--- config.mk ---
export PLATFORM = sky130hd
export DESIGN_NAME = sgbs_div_pipe
export DESIGN_NICKNAME = d
export VERILOG_FILES = /design/src/sgbs_div_pipe.sv
export SDC_FILE = /design/constraint.sdc
export NUM_CORES = 2
export LEC_CHECK = 0
export BUFFER_PORTS_ARGS = -buffer_cell sky130_fd_sc_hd__buf_2
export CAP_MARGIN = 40
export CORE_ASPECT_RATIO = 0.75
export CORE_MARGIN = 2
export CORE_UTILIZATION = 40
export CTS_CLUSTER_SIZE = 10
export DETAILED_ROUTE_END_ITERATION = 6
export SYNTH_ARGS = -nofsm -noshare
export SYNTH_HDL_FRONTEND = slang
export SYNTH_SLANG_ARGS = --single-unit
--- constraint.sdc ---
create_clock -name clock -period 4.6 [get_ports clock]
set_input_delay 0.23 -clock clock [delete_from_list [all_inputs] [get_ports clock]]
set_output_delay 0.23 -clock clock [all_outputs]
set_load 0.1 [all_outputs]
--- src/sgbs_div_pipe.sv ---
// Pipelined restoring divider, one quotient bit per stage, with a sideband.
// Caller guarantees in_num >> Q_W < in_den. No package dependency.
module sgbs_div_pipe #(
   parameter int NUM_W = 44,
   parameter int DEN_W = 28,
   parameter int Q_W   = 17,
   parameter int SB_W  = 1
) (
   input  logic             clock,
   input  logic             reset,
   input  logic             en,
   input  logic             in_valid,
   input  logic [NUM_W-1:0] in_num,
   input  logic [DEN_W-1:0] in_den,
   input  logic [SB_W-1:0]  in_sb,
   output logic             out_valid,
   output logic [Q_W-1:0]   out_q,
   output logic [DEN_W-1:0] out_rem,
   output logic [SB_W-1:0]  out_sb
);
   logic [Q_W-1:0]   v_ff;
   logic [DEN_W-1:0] rem_ff [Q_W];
   logic [DEN_W-1:0] den_ff [Q_W];
   logic [Q_W-1:0]   q_ff   [Q_W];
   logic [Q_W-1:0]   lo_ff  [Q_W];
   logic [SB_W-1:0]  sb_ff  [Q_W];

   for (genvar k = 0; k < Q_W; k++) begin : g_stg
      logic             v_p;
      logic [DEN_W-1:0] rem_p;
      logic [DEN_W-1:0] den_p;
      logic [Q_W-1:0]   q_p;
      logic [Q_W-1:0]   lo_p;
      logic [SB_W-1:0]  sb_p;
      logic [DEN_W:0]   t;
      logic [DEN_W:0]   dif;
      logic             ge;

      if (k == 0) begin : g_first
         assign v_p   = in_valid;
         assign rem_p = DEN_W'(in_num >> Q_W);
         assign den_p = in_den;
         assign q_p   = '0;
         assign lo_p  = in_num[Q_W-1:0];
         assign sb_p  = in_sb;
      end else begin : g_next
         assign v_p   = v_ff[k-1];
         assign rem_p = rem_ff[k-1];
         assign den_p = den_ff[k-1];
         assign q_p   = q_ff[k-1];
         assign lo_p  = lo_ff[k-1];
         assign sb_p  = sb_ff[k-1];
      end

      assign t   = {rem_p, lo_p[Q_W-1]};
      assign ge  = (t >= {1'b0, den_p});
      assign dif = t - {1'b0, den_p};

      always_ff @(posedge clock) begin
         if (reset) begin
            v_ff[k] <= 1'b0;
         end else if (en) begin
            v_ff[k] <= v_p;
         end
      end

      always_ff @(posedge clock) begin
         if (en) begin
            rem_ff[k] <= ge ? dif[DEN_W-1:0] : t[DEN_W-1:0];
            den_ff[k] <= den_p;
            q_ff[k]   <= {q_p[Q_W-2:0], ge};
            lo_ff[k]  <= {lo_p[Q_W-2:0], 1'b0};
            sb_ff[k]  <= sb_p;
         end
      end
   end

   assign out_valid = v_ff[Q_W-1];
   assign out_q     = q_ff[Q_W-1];
   assign out_rem   = rem_ff[Q_W-1];
   assign out_sb    = sb_ff[Q_W-1];

endmodule
==> flow_summary.toml <==
[placed_design]
gp_congestion = 0.9050
dpl.hpwl_mm = 122.1
place_ws_ns = 0.3002
io_buffers = 123

[global_routing]
grt_overflow = 0
groute.usage.overall = 0.1863
antenna_found_initial = 10
grt_pass1_vias = 42183
grt_start_max_net_pins = 129
grt_pass1_wl_mm = 249.9

[finish]
fin_nets = 6731
mostFrequentLayoutCell = "edfxtp_1"
mostFrequentLayoutCells = "edfxtp_1, inv_1, ha_1, nand2_1, a21oi_1"
utilization = 0.4561
area_growth_pct = 13.35
drive_above_1_share = 0.09786

[yosys]
netlist-cell-type-count = 82
postSynthAreaPerCell_sq_um = 11.54
synth_top_flop_cell = "edfxtp_1"
synth_area_sq_um = 67340
synth_edf_count = 1230
syn-num-nets = 6406
async_flop_share = 0
yosysWarnings = 0
netlist_instances = 5836
yosysSeqAreaShare = 0.5535
synth-seq-cells = 1247

[timing]
setup_slack_ns = 0.1244
drv_slew = 0
tightest_slew_ns = 1.068
fmax_ghz = 0.2234
fin_crit_ns = 4.476
max_slew_margin = 0.2878
whs_ns = 0.1558
finalSetupViolations = 0
final.setup.tns_ns = 0
rsz0062_at_grt = "no"
finalCritPeriodShare = 0.9730
hold_violations = 0
fin_skew_ns = 0.03622

[setup_path]
crit_fanout = 21
cp.required_ns = 5.13
critPathBufInv = 1
crit_type = "reg -> reg"
critPathLaunchType = "flip-flop"
crit_slowest_cell = "o21ai_4"
crit_path_frequent_cell = "a21oi_1"
endpoint_kind = "flip-flop"
crit_arrival_ns = 5.01
cp_top_family = "compound AO/OA/AOI/OAI gates"
slowest_delay_ns = 0.62
worstPathCellList = "ha_1 -> nand4_1 -> a21oi_1 -> o311ai_0 -> a31oi_1 -> a41oi_1 -> o21ai_0 -> a21oi_1 -> buf_4 -> o21ai_4 -> mux2_2"

[run]
maxCapViolCount = 0

[route]
drtAntennaViolNets = 0
routed_wirelength_mm = 161.5
viasPerCell = 5.312
drt_pass1_iterations = 6
routedWlPerCell_um = 19.10
drc = 0
detail_route.iter0.violations = 4126
num_vias = 44929

[floorplanning]
num_io_pins = 124
coreArea_sq_um = 167400
die_y_um = 359.3
dieArea_sq_um = 171700
rows = 130
start_util = 0.4024
die_w_um = 477.8

[status]
status = "completed"

[pwr]
ir_drop_uv = 433.6
p_leak_nw = 31.00
power_density_nw_per_um2 = 705.2

[clock_tree]
cts_tree = "yes"
cts_resized = 0
cts_buffer_depth = 3
clock-root-buffer = "clkbuf_16"
cts.reportedPaths.clkPinSlew_ns = 0.05
cts_buffers = 147
cts.htree.levels = 4
clk_latency_ns = 0.79
cts.sinks = 1247

[hold_path]
hold_class = "in -> reg"
==> sequential cells by signal, summed over array words and instances, names as in the netlist <==
| signal | flops |
|---|---|
| lo_ff | 136 |
| q_ff | 153 |
| den_ff | 448 |
| sb_ff | 17 |
| rem_ff | 476 |
| out_valid | 1 |
| g_stg.v_p | 16 |
==> logic make-up after synthesis <==
group / share of synthesized area
flops: 0.5535
simple gates: 0.09002
compound gates: 0.1405
buf+inv: 0.04071
mux: 0.03171
fa+ha+maj: 0.09349
xor+xnor: 0.05007
==> area by class of cell <==
type,instances,area [sq um]
fill,15086,91040
sequential,1247,37280
multi-input combinational,3872,27470
clock buffer,174,3832
tap,2244,2808
timing repair buffer,303,2380
inverter,590,2215
clock inverter,27,347.8
antenna,1,2.502
==> final timing paths <==
kind / from / to / slack, ns / cells after the start
hold / removal: in_num[7] / lo_ff[0][7] / 0.16 / 2
setup / recovery: rem_ff[1][33] / rem_ff[1][64] / 0.12 / 11
setup reg to reg: rem_ff[1][33] / rem_ff[1][64] / 0.12 / 11
hold reg to reg: lo_ff[0][52] / lo_ff[0][69] / 0.41 / 0
==> synthesized netlist by cell type (all sizes together), types with 20 or more instances <==
| cell | count | area, sq um |
|---|---|---|
| and3 | 40 | 250.2 |
| o211ai | 30 | 225.2 |
| buf | 22 | 132.6 |
| nor2 | 299 | 1122 |
| edfxtp | 1230 | 36940 |
| a211oi | 33 | 257.7 |
| a21oi | 446 | 2232 |
| and2 | 20 | 125.1 |
| a211o | 20 | 175.2 |
| xnor2 | 210 | 1839 |
| nand3 | 102 | 510.5 |
| nor2b | 73 | 456.7 |
| inv | 590 | 2215 |
| nor3 | 55 | 275.3 |
| xor2 | 175 | 1533 |
| o31ai | 33 | 247.7 |
| mux2 | 163 | 1836 |
| nand2b | 62 | 387.9 |
| nand4 | 66 | 412.9 |
| nand2 | 453 | 1703 |
| mux2i | 30 | 300.3 |
| o21a | 64 | 480.5 |
| ha | 476 | 5956 |
| a21o | 234 | 1757 |
| or2 | 22 | 137.6 |
| a31oi | 50 | 319.1 |
| o21bai | 52 | 390.4 |
| clkbuf | 105 | 394.1 |
| o21ai | 403 | 2021 |
==> metal layers <==
| layer | global-route usage | vias up | part of all wire |
|---|---|---|---|
| li1 | - | 22031 | - |
| met1 | 0.3035 | 21417 | 0.53 |
| met2 | 0.2347 | 1272 | 0.37 |
| met3 | 0.04979 | 207 | 0.083 |
| met4 | 0.05020 | 2 | 0.023 |
| met5 | 0 | - | 0.000080 |
==> power breakdown <==
part | internal (W) | total, W | switching (W) | leakage (nW)
clock | 0.00598 | 0.0105 | 0.00450 | 2.03
combinational | 0.0103 | 0.0248 | 0.0146 | 16.8
sequential | 0.0167 | 0.0185 | 0.00182 | 12.2
total | 0.0330 | 0.0538 | 0.0209 | 31.0
==> stage by stage <==
stage	power, W	std cells	cell area, sq um
2_1_floorplan	0.03600	5836	67340
3_3_place_gp	0.04275	8174	71340
3_5_place_dp	0.04297	8178	71370
4_1_cts	0.05388	8456	76320
5_1_grt	0.05756	8458	76330
6_report	0.05383	8458	76330
==> what timing repair did <==
action | CTS | global route
hold buffers | 77 | 0
setup buffers | 0 | 0
endpoints found under the hold margin | 100 | 0
(Power assumes the default switching activity.)
