## src/sgbs_sqrt_pipe.sv

```systemverilog
// Pipelined integer square root, one result bit per stage, with a sideband.
// No package dependency.
module sgbs_sqrt_pipe #(
   parameter int RAD_W = 56,
   parameter int SB_W  = 1
) (
   input  logic                clock,
   input  logic                reset,
   input  logic                en,
   input  logic                in_valid,
   input  logic [RAD_W-1:0]    in_rad,
   input  logic [SB_W-1:0]     in_sb,
   output logic                out_valid,
   output logic [RAD_W/2-1:0]  out_root,
   output logic [SB_W-1:0]     out_sb
);
   localparam int ROOT_W = RAD_W / 2;
   localparam int REM_W  = ROOT_W + 2;

   logic [ROOT_W-1:0] v_ff;
   logic [REM_W-1:0]  rem_ff  [ROOT_W];
   logic [ROOT_W-1:0] root_ff [ROOT_W];
   logic [RAD_W-1:0]  rad_ff  [ROOT_W];
   logic [SB_W-1:0]   sb_ff   [ROOT_W];

   for (genvar k = 0; k < ROOT_W; k++) begin : g_stg
      logic              v_p;
      logic [REM_W-1:0]  rem_p;
      logic [ROOT_W-1:0] root_p;
      logic [RAD_W-1:0]  rad_p;
      logic [SB_W-1:0]   sb_p;
      logic [REM_W-1:0]  t;
      logic [REM_W-1:0]  trial;
      logic              ge;

      if (k == 0) begin : g_first
         assign v_p    = in_valid;
         assign rem_p  = '0;
         assign root_p = '0;
         assign rad_p  = in_rad;
         assign sb_p   = in_sb;
      end else begin : g_next
         assign v_p    = v_ff[k-1];
         assign rem_p  = rem_ff[k-1];
         assign root_p = root_ff[k-1];
         assign rad_p  = rad_ff[k-1];
         assign sb_p   = sb_ff[k-1];
      end

      assign t     = {rem_p[REM_W-3:0], rad_p[RAD_W-1 -: 2]};
      assign trial = {root_p, 2'b01};
      assign ge    = (t >= trial);

      always_ff @(posedge clock) begin
         if (reset) begin
            v_ff[k] <= 1'b0;
         end else if (en) begin
            v_ff[k] <= v_p;
         end
      end

      always_ff @(posedge clock) begin
         if (en) begin
            rem_ff[k]  <= ge ? (t - trial) : t;
            root_ff[k] <= {root_p[ROOT_W-2:0], ge};
            rad_ff[k]  <= {rad_p[RAD_W-3:0], 2'b00};
            sb_ff[k]   <= sb_p;
         end
      end
   end

   assign out_valid = v_ff[ROOT_W-1];
   assign out_root  = root_ff[ROOT_W-1];
   assign out_sb    = sb_ff[ROOT_W-1];

endmodule

```

## config.mk

```make
export PLATFORM = sky130hd
export DESIGN_NAME = sgbs_sqrt_pipe
export DESIGN_NICKNAME = d
export VERILOG_FILES = /design/src/sgbs_sqrt_pipe.sv
export SDC_FILE = /design/constraint.sdc
export NUM_CORES = 2
export LEC_CHECK = 0
export BUFFER_PORTS_ARGS = -buffer_cell sky130_fd_sc_hd__buf_2
export CORE_ASPECT_RATIO = 1.1
export CORE_UTILIZATION = 64
export CTS_CLUSTER_DIAMETER = 30
export DETAILED_ROUTE_END_ITERATION = 12
export PLACE_DENSITY = 0.89
export SLEW_MARGIN = 25
export SYNTH_ARGS = -nofsm -noshare
export SYNTH_HDL_FRONTEND = slang
export SYNTH_SLANG_ARGS = --single-unit
```

## constraint.sdc

```tcl
create_clock -name clock -period 3.8 [get_ports clock]
set_input_delay 0 -clock clock [delete_from_list [all_inputs] [get_ports clock]]
set_output_delay 0 -clock clock [all_outputs]
set_load 0.02 [all_outputs]
```

==> run_results.csv <==
group,metric,value,unit
cells_and_area,final_nets,7844,
floorplan,io_pins,91,
synth,ys_types,82,
timing,hold_viol_final,0,
synth,synth_edf_count,1909,
worst_setup_path,ff2ff_setup_slack,-0.02,ns
power,leakage,41.2,nW
cts,insertion_delay,0.93,ns
timing,setup_viol,4,
power,p_per_area,700,nW/µm²
floorplan,row_count,143,
synth,syn_area_per_cell,13.1,µm²
timing,whs,0.0718,ns
cts,cts_tree,"built",
placed_design,numPortBuffers,90,
timing,drv_slew,0,
timing,tightest_slew,1.04,ns
worst_setup_path,reg2reg_to,"rem_ff[4][20]",
route,drtAntennaViolNets,0,
synth,syn_area,89000,µm²
synth,dominantRegCellSynth,"edfxtp_1",
route,viasPerCell,6.30,
outcome,outcome,"finished, violations left",
power,power.total,74.1,mW
worst_setup_path,critPathArrivalTime,4.48,ns
floorplan,die_h,393,µm
outcome,violations,"setup timing",
global_routing,grt_pass1_vias,61295,
cells_and_area,syn_to_final_growth,18.9,%
cts,clk_pin_slew,0.06,ns
synth,yosysWarnings,0,
synth,synthesis.nets,7304,
synth,ys_ff_latch,1937,
global_routing,grt_pass1_wl,337000,µm
floorplan,fp.dieW,358,µm
synth,postSynth.asyncResetShare,0,%
cts,clock_sinks,1937,
placed_design,place.gp.congestion,0.972,
worst_hold_path,hp-class,"in2reg",
route,drcViolationCount,0,
worst_setup_path,worstPathRequired,4.46,ns
route,vias,59483,
timing,rsz0062_at_grt,"true",
cts,ctsHtreeMaxLevel,5,
timing,slew_headroom,31.0,%
timing,period_share,101,%
floorplan,die_area,141000,µm²
worst_setup_path,reg2regPathDepth,10,
cells_and_area,layout-drive-gt1-share,12.0,%
worst_setup_path,endpoint_kind,"flop",
global_routing,grt_max_degree,164,
floorplan,start_util,64.5,%
route,totalWireLength,219000,µm
run,cap_viol_max_count,0,
power,peakVddDrop,651,µV
global_routing,grt_antenna_before_repair,2,
worst_hold_path,holdCritStartpoint,"en",
timing,clock_skew,0.0691,ns
worst_hold_path,min_path_cells,2,
floorplan,core-area,138000,µm²
global_routing,gr-total-overflow,0,
worst_setup_path,cp-start-kind,"flop",
worst_hold_path,min_to,"rad_ff[0][0]",
route,drt_iter0_markers,6603,
timing,min_period,3.82,ns
timing,fin_ws,-0.0234,ns
synth,synthCells,6807,
worst_setup_path,worst-setup-path-type,"reg2reg",
worst_setup_path,r2r_start,"rem_ff[3][13]",
timing,max_freq,262,MHz
cts,numCtsBuffers,361,
global_routing,grt.total_usage,31.0,%
worst_setup_path,startpoint,"rem_ff[3][13]",
cts,clk_path_buf_depth,4,
worst_setup_path,path_max_fanout,7,
synth,seq_area_frac_synth,65.0,%
placed_design,place_hpwl,125000,µm
route,wl_per_cell,23.2,µm
route,dr.pass1.iters,8,
cts,cts_root_buf,"clkbuf_16",
[timing repair]
| action | CTS | global route |
|---|---|---|
| setup endpoints to repair | 1 | 100 |
| hold buffers | 121 | 0 |
| hold endpoints to repair | 1035 | 0 |
| resized for setup | 1 | 24 |
| pin swaps | 0 | 1 |
| buffers inserted | 0 | 4 |
| cloned | 0 | 0 |
[metrics by stage]
stage                     instances  area, µm²  utilization (%)  worst slack, ns  TNS (ns)
final                          9441     106000             76.7          -0.0234   -0.0759
after global routing           9440     106000             76.7           -0.196    -0.297
after CTS                      9435     106000             76.6           0.0175         0
after detailed placement       8671      92300             66.8           0.0467         0
after global placement         8671      92300             66.8           0.0376         0
after floorplan                6807      89000                -            0.426         0
[metal layers]
metal | GRT usage [%] | vias up | wire length, µm
li1 | - | 26412 | -
met1 | 33.1 | 28427 | 74300
met2 | 55.3 | 3560 | 113000
met3 | 6.60 | 1082 | 15900
met4 | 20.0 | 2 | 15300
met5 | 0 | - | 13
[layout by cell type, fill, tap and decap left out, types with 26 or more instances in the layout]
master,count
buf_2,89
nand2_1,416
nand4_1,61
dfxtp_1,28
or3_1,55
mux2_2,75
bufinv_16,52
clkbuf_1,35
nand2b_1,84
clkinv_1,26
mux2i_1,33
and3_1,38
nor2b_1,73
inv_6,27
a21o_1,149
ha_1,435
dlygate4sd3_1,121
clkinv_2,46
clkinvlp_4,45
a21oi_1,403
o21bai_1,31
o31ai_1,50
nor2_1,449
inv_1,544
buf_4,73
or4_1,40
edfxtp_1,1909
o21a_1,93
a211oi_1,37
xnor2_1,308
nand3_1,110
clkbuf_16,371
o211ai_1,31
a31oi_1,45
o21ai_0,353
nor4_1,80
nor3_1,159
xor2_1,277
[flip-flops by register name (all words and copies together) (netlist names)]
name	count
rad_ff	756
rem_ff	719
root_ff	406
sb_ff	28
g_stg.v_p	27
out_valid	1
[kinds of logic (layout without fill, tap and decap cells)]
logic type                 after synthesis  after routing  synth area share (%)
DFF                                   1937           1937                  65.0
AOI/OAI and AO/OA                     1360           1360                  9.46
adders and majority gates              436            436                  6.13
other                                    1              3               0.00421
muxes                                  108            108                  1.32
xor gates and xnor gates               585            585                  5.75
buffers and inverters                  674           1494                  2.87
and+or+nand+nor                       1706           1706                  9.45
[how the worst max path moves through the flow]
stage                           to  slack, ns  cells after the start
floorplan           rem_ff[26][10]       0.43                      8
global placement    rem_ff[17][25]       0.04                     10
detailed placement  rem_ff[17][25]       0.05                     10
CTS                 rem_ff[25][27]       0.02                     10
global route         rem_ff[4][16]      -0.20                     10
finish               rem_ff[4][20]      -0.02                     10
[Yosys cell counts, drive strengths merged (55+ instances only)]
cell / instances / area [µm²]
a21o: 149 / 1120
a21oi: 406 / 2030
clkbuf: 112 / 420
edfxtp: 1909 / 57300
ha: 436 / 5460
inv: 545 / 2050
mux2: 75 / 845
nand2: 418 / 1580
nand2b: 84 / 526
nand3: 110 / 551
nand4: 61 / 382
nor2: 449 / 1690
nor2b: 73 / 457
nor3: 161 / 806
nor4: 83 / 519
o21a: 93 / 698
o21ai: 358 / 1790
or3: 55 / 344
xnor2: 308 / 2700
xor2: 277 / 2430
[worst max-delay path, stage by stage (launching register included)]
cell      delay (ns)
edfxtp_1        0.48
or4_1           0.71
nor4_4          0.31
or4b_1          0.58
nor4_1          0.29
buf_4           0.21
nand2_1         0.10
nand3b_1        0.31
or2_2           0.29
nor4_1          0.09
xor2_1          0.17
[where the power goes]
group	internal [mW]	switching (mW)	leakage, nW	total, mW
clock network	21.5	11.2	5.90	32.7
registers	27.0	1.81	18.6	28.8
logic	5.32	7.32	16.7	12.6
[area by class of cell]
class	count	area, µm²
clock inverter	234	2840
antenna	2	5.00
tap	1812	2270
fill	7240	32200
timing repair buffer	306	2660
clock buffer	409	9460
inverter	545	2050
multi-input combinational	4196	28700
sequential	1937	57900
Power figures use the tool's default switching activity.
